--- config.mk ---
export PLATFORM = sky130hd
export DESIGN_NAME = touch_burst_average_mapper_unit
export DESIGN_NICKNAME = d
export VERILOG_FILES = /design/src/sv/tbam_pkg.sv /design/src/sv/touch_burst_average_mapper_unit.sv
export SDC_FILE = /design/constraint.sdc
export NUM_CORES = 1
export LEC_CHECK = 0
export ABC_AREA = 1
export BUFFER_PORTS_ARGS = -buffer_cell sky130_fd_sc_hd__buf_2
export CORE_MARGIN = 4
export CORE_UTILIZATION = 30
export CTS_CLUSTER_DIAMETER = 60
export DETAILED_ROUTE_END_ITERATION = 12
export GPL_ROUTABILITY_DRIVEN = 0
export SLEW_MARGIN = 30
export SYNTH_ARGS = -nofsm -noshare
export SYNTH_HDL_FRONTEND = slang
export SYNTH_SLANG_ARGS = --single-unit
--- constraint.sdc ---
create_clock -name clk -period 7.1 [get_ports clk]
set_input_delay 0.355 -clock clk [delete_from_list [all_inputs] [get_ports clk]]
set_output_delay 0.355 -clock clk [all_outputs]
set_load 0.01 [all_outputs]
--- src/sv/tbam_pkg.sv ---
// constants and arithmetic helpers for the touch burst mapper
package tbam_pkg;

  localparam int unsigned BURST_LEN = 10;
  localparam logic [15:0] RAW_LIMIT = 16'd4096;
  localparam logic [15:0] OFFSET    = 16'd512;
  localparam logic [15:0] SPAN      = 16'd1024;

  // x / 10 == (x * 52429) >> 19 for every 16-bit x
  localparam logic [15:0] DIV10_MUL   = 16'd52429;
  localparam int unsigned DIV10_SHIFT = 19;

  // register index of swap_axes
  localparam logic REG_SWAP_AXES = 1'b0;

  function automatic logic [15:0] div10(input logic [15:0] v);
    logic [31:0] p;
    p = 32'(v) * 32'(DIV10_MUL);
    return 16'(p >> DIV10_SHIFT);
  endfunction

  // remove offset with floor at zero, then scale by 10/32
  function automatic logic [15:0] scale_axis(input logic [15:0] s);
    logic [15:0] d;
    logic [19:0] m;
    d = (s > OFFSET) ? (s - OFFSET) : 16'd0;
    m = {d, 3'b000} + {1'b0, d, 1'b0};
    return m[19:5] == 15'd0 ? 16'd0 : {1'b0, m[19:5]};
  endfunction

endpackage

--- src/sv/touch_burst_average_mapper_unit.sv ---
// touch burst average mapper top level
// Usage: the input channel (in_valid/in_ready) carries one poll word per
// item: sample_ok, x_raw, y_raw, pen_up. Polls with a reading add to the
// running burst sums; a burst closes on the tenth reading or on pen_up and
// then yields one result word (touched, x_pos, y_pos) on the output channel
// (out_valid/out_ready). Polls that do not close a burst yield no word.
// Path: a closing poll, once accepted, passes the input register, the
// accumulate stage and the mapping stage before its result word shows.
// Throughput: one poll per cycle while no output stall holds the pipeline;
// the accumulate stage is the only loop.
// Stall: when out_ready is low the result word holds; polls that close no
// burst still flow into the sums, and once a second closing poll sits in the
// closed burst register one more poll is taken into the input register, then
// in_ready drops.
// Reset (rst, synchronous): empties the pipeline, clears the burst state and
// clears swap_axes. swap_axes is written through the APB port when paddr[2]
// is clear and should only change while no poll is in flight.
module touch_burst_average_mapper_unit
  import tbam_pkg::*;
(
  input  logic        clk,
  input  logic        rst,
  input  logic        in_valid,
  output logic        in_ready,
  input  logic        sample_ok,
  input  logic [15:0] x_raw,
  input  logic [15:0] y_raw,
  input  logic        pen_up,
  output logic        out_valid,
  input  logic        out_ready,
  output logic        touched,
  output logic [15:0] x_pos,
  output logic [15:0] y_pos,
  input  logic        psel,
  input  logic        penable,
  input  logic        pwrite,
  input  logic [2:0]  paddr,
  input  logic [31:0] pwdata,
  output logic [31:0] prdata,
  output logic        pready
);

  logic swap_axes;

  // burst state
  logic [3:0]  sample_count;
  logic [15:0] horiz_sum;
  logic [15:0] vert_sum;
  logic        burst_bad;

  // input register
  logic        s1_valid;
  logic        s1_ok;
  logic [15:0] s1_x;
  logic [15:0] s1_y;
  logic        s1_pen;

  // closed burst register
  logic        e_valid;
  logic        e_full;
  logic [15:0] e_horiz;
  logic [15:0] e_vert;

  logic out_en, e_move, s1_take, s1_load;

  logic [3:0]  count_next;
  logic [15:0] horiz_next, vert_next;
  logic        bad_next, burst_end;

  logic [15:0] map_h, map_v, map_x, map_y;
  logic        map_touched;

  // config port
  assign pready = 1'b1;

  always_ff @(posedge clk) begin
    if (rst) begin
      swap_axes <= 1'b0;
    end else if (psel && penable && pwrite && pready && paddr[2] == REG_SWAP_AXES) begin
      swap_axes <= pwdata[0];
    end
  end

  always_comb begin
    prdata = 32'd0;
    if (paddr[2] == REG_SWAP_AXES) begin
      prdata = {31'd0, swap_axes};
    end
  end

  // stage flow
  assign out_en   = !out_valid || out_ready;
  assign e_move   = !e_valid || out_en;
  assign s1_take  = s1_valid && e_move;
  assign s1_load  = !s1_valid || s1_take;
  assign in_ready = s1_load;

  always_ff @(posedge clk) begin
    if (rst) begin
      s1_valid <= 1'b0;
    end else if (s1_load) begin
      s1_valid <= in_valid;
    end
  end

  always_ff @(posedge clk) begin
    if (s1_load) begin
      s1_ok  <= sample_ok;
      s1_x   <= x_raw;
      s1_y   <= y_raw;
      s1_pen <= pen_up;
    end
  end

  // accumulate
  always_comb begin
    horiz_next = horiz_sum;
    vert_next  = vert_sum;
    count_next = sample_count;
    bad_next   = burst_bad;
    if (s1_ok) begin
      horiz_next = horiz_sum + div10(s1_y);
      vert_next  = vert_sum + div10(s1_x);
      count_next = sample_count + 4'd1;
      bad_next   = burst_bad || (s1_x > RAW_LIMIT) || (s1_y > RAW_LIMIT);
    end
    burst_end = s1_pen || (count_next >= 4'(BURST_LEN));
  end

  always_ff @(posedge clk) begin
    if (rst) begin
      sample_count <= 4'd0;
      horiz_sum    <= 16'd0;
      vert_sum     <= 16'd0;
      burst_bad    <= 1'b0;
    end else if (s1_take) begin
      if (burst_end) begin
        sample_count <= 4'd0;
        horiz_sum    <= 16'd0;
        vert_sum     <= 16'd0;
        burst_bad    <= 1'b0;
      end else begin
        sample_count <= count_next;
        horiz_sum    <= horiz_next;
        vert_sum     <= vert_next;
        burst_bad    <= bad_next;
      end
    end
  end

  always_ff @(posedge clk) begin
    if (rst) begin
      e_valid <= 1'b0;
    end else if (e_move) begin
      e_valid <= s1_take && burst_end;
    end
  end

  always_ff @(posedge clk) begin
    if (e_move) begin
      e_full  <= (count_next >= 4'(BURST_LEN)) && !bad_next;
      e_horiz <= horiz_next;
      e_vert  <= vert_next;
    end
  end

  // mapping
  always_comb begin
    map_h = scale_axis(e_horiz);
    map_v = scale_axis(RAW_LIMIT - e_vert);
    if (swap_axes) begin
      map_x = SPAN - map_v;
      map_y = SPAN - map_h;
    end else begin
      map_x = map_h;
      map_y = map_v;
    end
    map_touched = !((map_x > SPAN) || (map_y > SPAN));
    if (!e_full) begin
      map_x       = 16'd0;
      map_y       = 16'd0;
      map_touched = 1'b0;
    end
  end

  always_ff @(posedge clk) begin
    if (rst) begin
      out_valid <= 1'b0;
    end else if (out_en) begin
      out_valid <= e_valid;
    end
  end

  always_ff @(posedge clk) begin
    if (out_en) begin
      touched <= map_touched;
      x_pos   <= map_x;
      y_pos   <= map_y;
    end
  end

endmodule

## Word level (Yosys, flattened, before mapping)

Cells that the tools add are included.

- Reduce and logical (&&, ||, !) cells: 20
- Bitwise gates (word level): 1
- Mux-type cells: 15
- $lt $le $gt $ge: 7
- $add $sub $neg: 10
- Multipliers: 2

Operators by type and width:

| kind | number |
|---|---|
| 16-bit two-way mux | 8 |
| 16-bit by 16-bit multiplier with 32-bit output (second input constant) | 2 |
| 19-bit by 17-bit adder with 20-bit output | 2 |
| 16-bit by 13-bit adder with 16-bit output | 2 |
| 16-bit by 10-bit greater-than comparator with 1-bit output (second input constant) | 2 |
| 16-bit by 11-bit greater-than comparator with 1-bit output (second input constant) | 2 |
| 16-bit by 13-bit greater-than comparator with 1-bit output (second input constant) | 2 |
| 11-bit by 15-bit subtractor with 16-bit output (first input constant) | 2 |
| 16-bit by 10-bit subtractor with 16-bit output (second input constant) | 2 |
| 15-bit zero test | 2 |
| 15-bit two-way mux | 2 |
| 13-bit by 16-bit subtractor with 16-bit output (first input constant) | 1 |
| 4-bit two-way mux | 2 |
| 1-bit logical OR | 7 |
| 1-bit logical AND | 6 |
| 1-bit zero test | 5 |
| 4-bit by 1-bit adder with 4-bit output (second input constant) | 1 |
| 4-bit >= comparator (second input constant) | 1 |
| 1-bit two-way mux | 3 |
| 1-bit inverter | 1 |

- Bits in registers: 141
- Input port bits: 76
- Output and inout port bits: 68
- Word-level logic and storage cells: 73

## Longest topological paths before layout

- Word-level depth: 11
- Depth in mapped cells: 42
- Depth with buffers taken out: 42

## Worst setup path after synthesis

No wires, ideal clock.

- Path kind: register to register
- From: register s1_x[3]
- To: register e_vert[14], data pin
- Required time: 6836 ps
- Stages on the path, launching flop included: 34
- Clock period less this slack: 7069 ps
- Arrival: 6805 ps
- Path buffers: 0
- Setup time: 264 ps
- Slack: 31 ps
- Cells stage by stage: edfxtp_1 -> ha_1 -> inv_1 -> fa_1 -> inv_1 -> fa_1 -> inv_1 -> fa_1 -> fa_1 -> fa_1 -> inv_1 -> ha_1 -> a21oi_1 -> o21ai_0 -> a21oi_1 -> o21bai_1 -> a21oi_1 -> o21bai_1 -> xor2_1 -> ha_1 -> inv_1 -> o31ai_1 -> nand3_1 -> nand2_1 -> a21oi_1 -> o21bai_1 -> a21oi_1 -> o21bai_1 -> a21oi_1 -> o21bai_1 -> nand2_1 -> nand2_1 -> nand3_1 -> xnor2_1

- Word-level cells in the longest chain between the ends: 3

RTL lines:

| item | RTL line | RTL |
|---|---|---|
| from (decl) | touch_burst_average_mapper_unit.sv:54 | `logic [15:0] s1_x;` |
| from (signal assigned) | touch_burst_average_mapper_unit.sv:109 | `s1_x <= x_raw;` |
| 16-bit by 16-bit multiplier with 32-bit output | tbam_pkg.sv:18 | `p = 32'(v) * 32'(DIV10_MUL);` |
| 16-bit by 13-bit adder with 16-bit output | touch_burst_average_mapper_unit.sv:123 | `vert_next = vert_sum + div10(s1_x);` |
| 16-bit two-way mux | touch_burst_average_mapper_unit.sv:121 | `if (s1_ok) begin` |
| via vert_next[14] | touch_burst_average_mapper_unit.sv:67 | `logic [15:0] horiz_next, vert_next;` |
| to (signal assigned) | touch_burst_average_mapper_unit.sv:163 | `e_vert <= vert_next;` |
| to (decl) | touch_burst_average_mapper_unit.sv:62 | `logic [15:0] e_vert;` |

The timed path passes the listed nets, and every way through them passes these cells.
A chain may end at the register's enable or synchronous reset.

## Final worst setup path

- From: register s1_x[5]
- To: register vert_sum[15]

- Word-level cells in the longest chain between the ends: 4

RTL lines:

| item | RTL line | RTL |
|---|---|---|
| 16-bit by 16-bit multiplier with 32-bit output | tbam_pkg.sv:18 |  |
| 16-bit by 13-bit adder with 16-bit output | touch_burst_average_mapper_unit.sv:123 |  |
| 16-bit two-way mux | touch_burst_average_mapper_unit.sv:121 |  |
| via vert_next[15] | touch_burst_average_mapper_unit.sv:67 |  |
| 16-bit two-way mux | touch_burst_average_mapper_unit.sv:137 | `if (burst_end) begin` |
| to (signal assigned) | touch_burst_average_mapper_unit.sv:145 | `vert_sum <= vert_next;` |
| to (decl) | touch_burst_average_mapper_unit.sv:48 | `logic [15:0] vert_sum;` |

The timed path passes the listed nets, and every way through them passes these cells.

==> summary by stage <==
STA
For the pin with the worst max-slew slack, the measured transition is 0.873 ns. Setup repair after global routing could not meet its margin everywhere. In the post-route analysis, the smallest setup slack over all paths is -0.0471 ns.

The final number of max-transition violations is 0. The number of failing hold endpoints at the final stage was 0. The final cycle utilization of the critical path is 1.01. Between clock sinks in the finished design, the worst skew comes to 0.0196 ns.

The maximum achievable frequency is 140 MHz. The headroom to the max-slew limit is 0.417. The shortest period the worst path allows is 7.15 ns. Setup violations remaining at the end of the flow were counted as 4. The worst hold slack is 0.0525 ns.

Finish
Leaving out fill and tap cells, the most frequent cells in the layout are 428 x sky130_fd_sc_hd__inv_1, 364 x sky130_fd_sc_hd__nand2_1, 298 x sky130_fd_sc_hd__ha_1. The cell area after layout is 0.0229 mm². The final cell count without fillers is between 3000 and 4000. Leaving out fill and tap cells, the most frequent cell in the layout is sky130_fd_sc_hd__inv_1. The number of diodes added for antenna fixing is 0. The fraction of final layout cells sized beyond drive strength 1 is 0.196. The count of nets after finishing is between 3000 and 4000. Relative to the synthesized area, the layout overhead comes to 22.0%.

Worst setup path
The slowest cell on the critical path is sky130_fd_sc_hd__fa_1. Of all nets on the critical path, the largest fanout is 3. By startpoint and endpoint, the worst setup path is classified as flop to flop. For the worst setup path, the data required time is 7.50 ns.

The largest single stage delay on the critical path is 0.58 ns. The worst setup path is launched from a flop. STA classifies the critical path endpoint as a flop.

For the worst setup path, the data arrival time is about 7.6 ns.

GRT
The first global-routing pass estimated 73000 µm of wire. The via count of the first global-routing pass is between 10000 and 15000. In the global route stage, met1 resource usage came out at 0.176.

The all-layer global routing usage is 0.135. Entering global routing, the biggest net connects 49 pins. After global routing, the most crowded layer is met2. The initial antenna violation count is 0.

The global routing met2 resource utilization is 0.230. The global routing usage on met3 is 0.0232. After global routing the overflow that remains totals 0.

Die
The floorplan die area is 0.0668 mm². The floorplan has 91 rows. The starting utilization of the core area is 0.304. The standard cell core area is 0.0619 mm².

The floorplan step set the die height to 258 µm. The I/O pin total is 144. The die boundary width is roughly 260 µm.

Yosys
Among all flip-flop cells after synthesis, the most frequent one is sky130_fd_sc_hd__edfxtp_1. Synthesis instantiated 51 different standard cells from the library. The count of flip-flops with a built-in enable after synthesis is 100. Synthesis handed over a netlist of 2236 instances.

In this run the mean area of a mapped cell was 8.41 µm². The mapped netlist covers 0.0188 mm². The fraction of registers with async set or reset after synthesis is 0.

After synthesis the netlist holds a flip-flop and latch count of 141. For this run, the register share of the synthesized area comes to 0.203. The count of yosys warnings during synthesis is 0.

Status
The final reports fail on setup timing. The flow ran to the end, but the final reports show violations.

Routing
The routed design has approximately 44000 µm of wire. Dividing the detail-routed wire length by the instance count gives roughly 13 µm. In the routed design, unresolved DRC markers number 0. Once detail routing completed, the nets flagged for antenna violations numbered 0. The number of search-and-repair iterations in the first detailed-routing pass is 5. The count of vias placed by the detailed router is 14800.

The number of vias per cell after detailed routing is 4.41. The detailed router finished its first iteration with 589 violations.

Clock tree
CTS built an H-tree with a depth of 4. The root buffer cell is sky130_fd_sc_hd__clkbuf_16. TritonCTS built the clock tree.

The number of clock buffers added by TritonCTS is 17. The clock net in this run drives a total of 141 sinks. The worst-skew pair later-pin latency is about 0.5 ns. The clock slew seen by the registers of the worst setup and hold paths is around 0.07 ns. The maximum buffer depth of the clock tree is 2.

Run
The max-capacitance violation count is 0.

Place
The cell count after placement is between 3000 and 4000. The half-perimeter wire length after detailed placement is about 37000 µm. The number of buffers added on ports is just under 80.

Before CTS, the worst setup slack after placement is -0.388 ns. Once placement finished, the instance area stood at around 0.021 mm².

Min path
The path class of the lowest-slack min-delay path is input pin to flop.
==> final cells by class <==
| type | instances | area, µm² |
|---|---|---|
| repair buffers | 283 | 1990 |
| inverters | 461 | 1740 |
| flip-flops and latches | 141 | 3820 |
| fillers | 6404 | 39000 |
| well taps | 837 | 1050 |
| multi-input cells | 1603 | 13800 |
| clock buffers | 17 | 425 |
| clock inverters | 15 | 160 |
==> critical path, delay by kind of cell, from the launching register on <==
kind / cells / cell delay, ns
AOI/OAI and AO/OA: 11 / 1.39
xor gates and xnor gates: 2 / 0.34
adders and majority gates: 8 / 3.48
buffers and inverters: 5 / 0.46
DFF: 1 / 0.42
and+or+nand+nor: 10 / 0.97
==> layer usage <==
metal,share of wire,vias up
met5,0,-
li1,-,7673
met2,0.49,209
met1,0.46,6865
met3,0.032,48
met4,0.019,0
==> registers in the layout, indices dropped and copies added (netlist names) <==
| signal | cells |
|---|---|
| e_vert | 16 |
| vert_sum | 16 |
| x_pos | 16 |
| s1_ok | 1 |
| sample_count | 4 |
| out_valid | 1 |
| touched | 1 |
| burst_bad | 1 |
| e_valid | 1 |
| swap_axes | 1 |
| e_horiz | 16 |
| s1_y | 16 |
| horiz_sum | 16 |
| s1_x | 16 |
| s1_valid | 1 |
| e_full | 1 |
| y_pos | 16 |
| s1_pen | 1 |
==> final timing paths <==
path	slack, ns	from	depth (start not counted)	end
hold reg to reg	0.45	burst_bad	2	burst_bad
setup / recovery	-0.05	s1_x[5]	36	vert_sum[15]
setup reg to reg	-0.05	s1_x[5]	36	vert_sum[15]
hold / removal	0.05	x_raw[11]	1	s1_x[11]
==> logic make-up after synthesis <==
family          count (synthesis)  synth area share
flops                         141             0.203
buf+inv                       522             0.112
compound gates                262            0.0774
fa+ha+maj                     499             0.397
xor+xnor                       84            0.0391
simple gates                  726             0.171
other cells                     2          0.000399
==> synthesized netlist by cell type (3+ instances only) <==
cell type                    n  area, µm²
sky130_fd_sc_hd__o21ai_0    74        370
sky130_fd_sc_hd__xnor2_1    31        272
sky130_fd_sc_hd__a211oi_1    3       22.5
sky130_fd_sc_hd__o21a_1      5       37.5
sky130_fd_sc_hd__o21ai_1     4       20.0
sky130_fd_sc_hd__a31oi_1     4       25.0
sky130_fd_sc_hd__nor2_4      5       56.3
sky130_fd_sc_hd__a21o_1      3       22.5
sky130_fd_sc_hd__dfxtp_1    41        821
sky130_fd_sc_hd__o21bai_1   15        113
sky130_fd_sc_hd__o31ai_1     5       37.5
sky130_fd_sc_hd__nor3_1     14       70.1
sky130_fd_sc_hd__nand2_1   378       1420
sky130_fd_sc_hd__clkinv_1    4       15.0
sky130_fd_sc_hd__a22oi_1     5       37.5
sky130_fd_sc_hd__nand3_2     8       80.1
sky130_fd_sc_hd__edfxtp_1  100       3000
sky130_fd_sc_hd__nand4_1    30        188
sky130_fd_sc_hd__nand3_4     3       52.6
sky130_fd_sc_hd__clkbuf_1   22       82.6
sky130_fd_sc_hd__inv_2       4       15.0
sky130_fd_sc_hd__buf_1       3       11.3
sky130_fd_sc_hd__nor2_1    145        544
sky130_fd_sc_hd__inv_1     453       1700
sky130_fd_sc_hd__buf_4      34        255
sky130_fd_sc_hd__nor4_1      4       25.0
sky130_fd_sc_hd__a21oi_1   130        651
sky130_fd_sc_hd__nand2_2    23        144
sky130_fd_sc_hd__or2_2       3       18.8
sky130_fd_sc_hd__nor2_2      8       50.1
sky130_fd_sc_hd__xor2_1     53        464
sky130_fd_sc_hd__nand3_1    92        460
sky130_fd_sc_hd__nand3b_1   11       82.6
sky130_fd_sc_hd__fa_1      164       3280
sky130_fd_sc_hd__ha_1      335       4190
==> timing repair <==
item | 4_1_cts | 5_1_grt
hold endpoints to repair | 9 | 0
hold buffers | 9 | 0
setup endpoints to repair | 20 | 30
resized for setup | 63 | 110
setup buffers | 24 | 15
pin swaps | 54 | 111
==> metrics by stage <==
| step | setup TNS, ns | util |
|---|---|---|
| 2_1_floorplan | 0 | - |
| 3_3_place_gp | -2.68 | 0.342 |
| 3_5_place_dp | -4.50 | 0.342 |
| 4_1_cts | -0.0490 | 0.361 |
| 5_1_grt | -6.50 | 0.370 |
| 6_report | -0.113 | 0.370 |
Power is left out: the tool's default activity adds up to more than one toggle a clock period on the data nets, which glitch-free logic cannot reach.
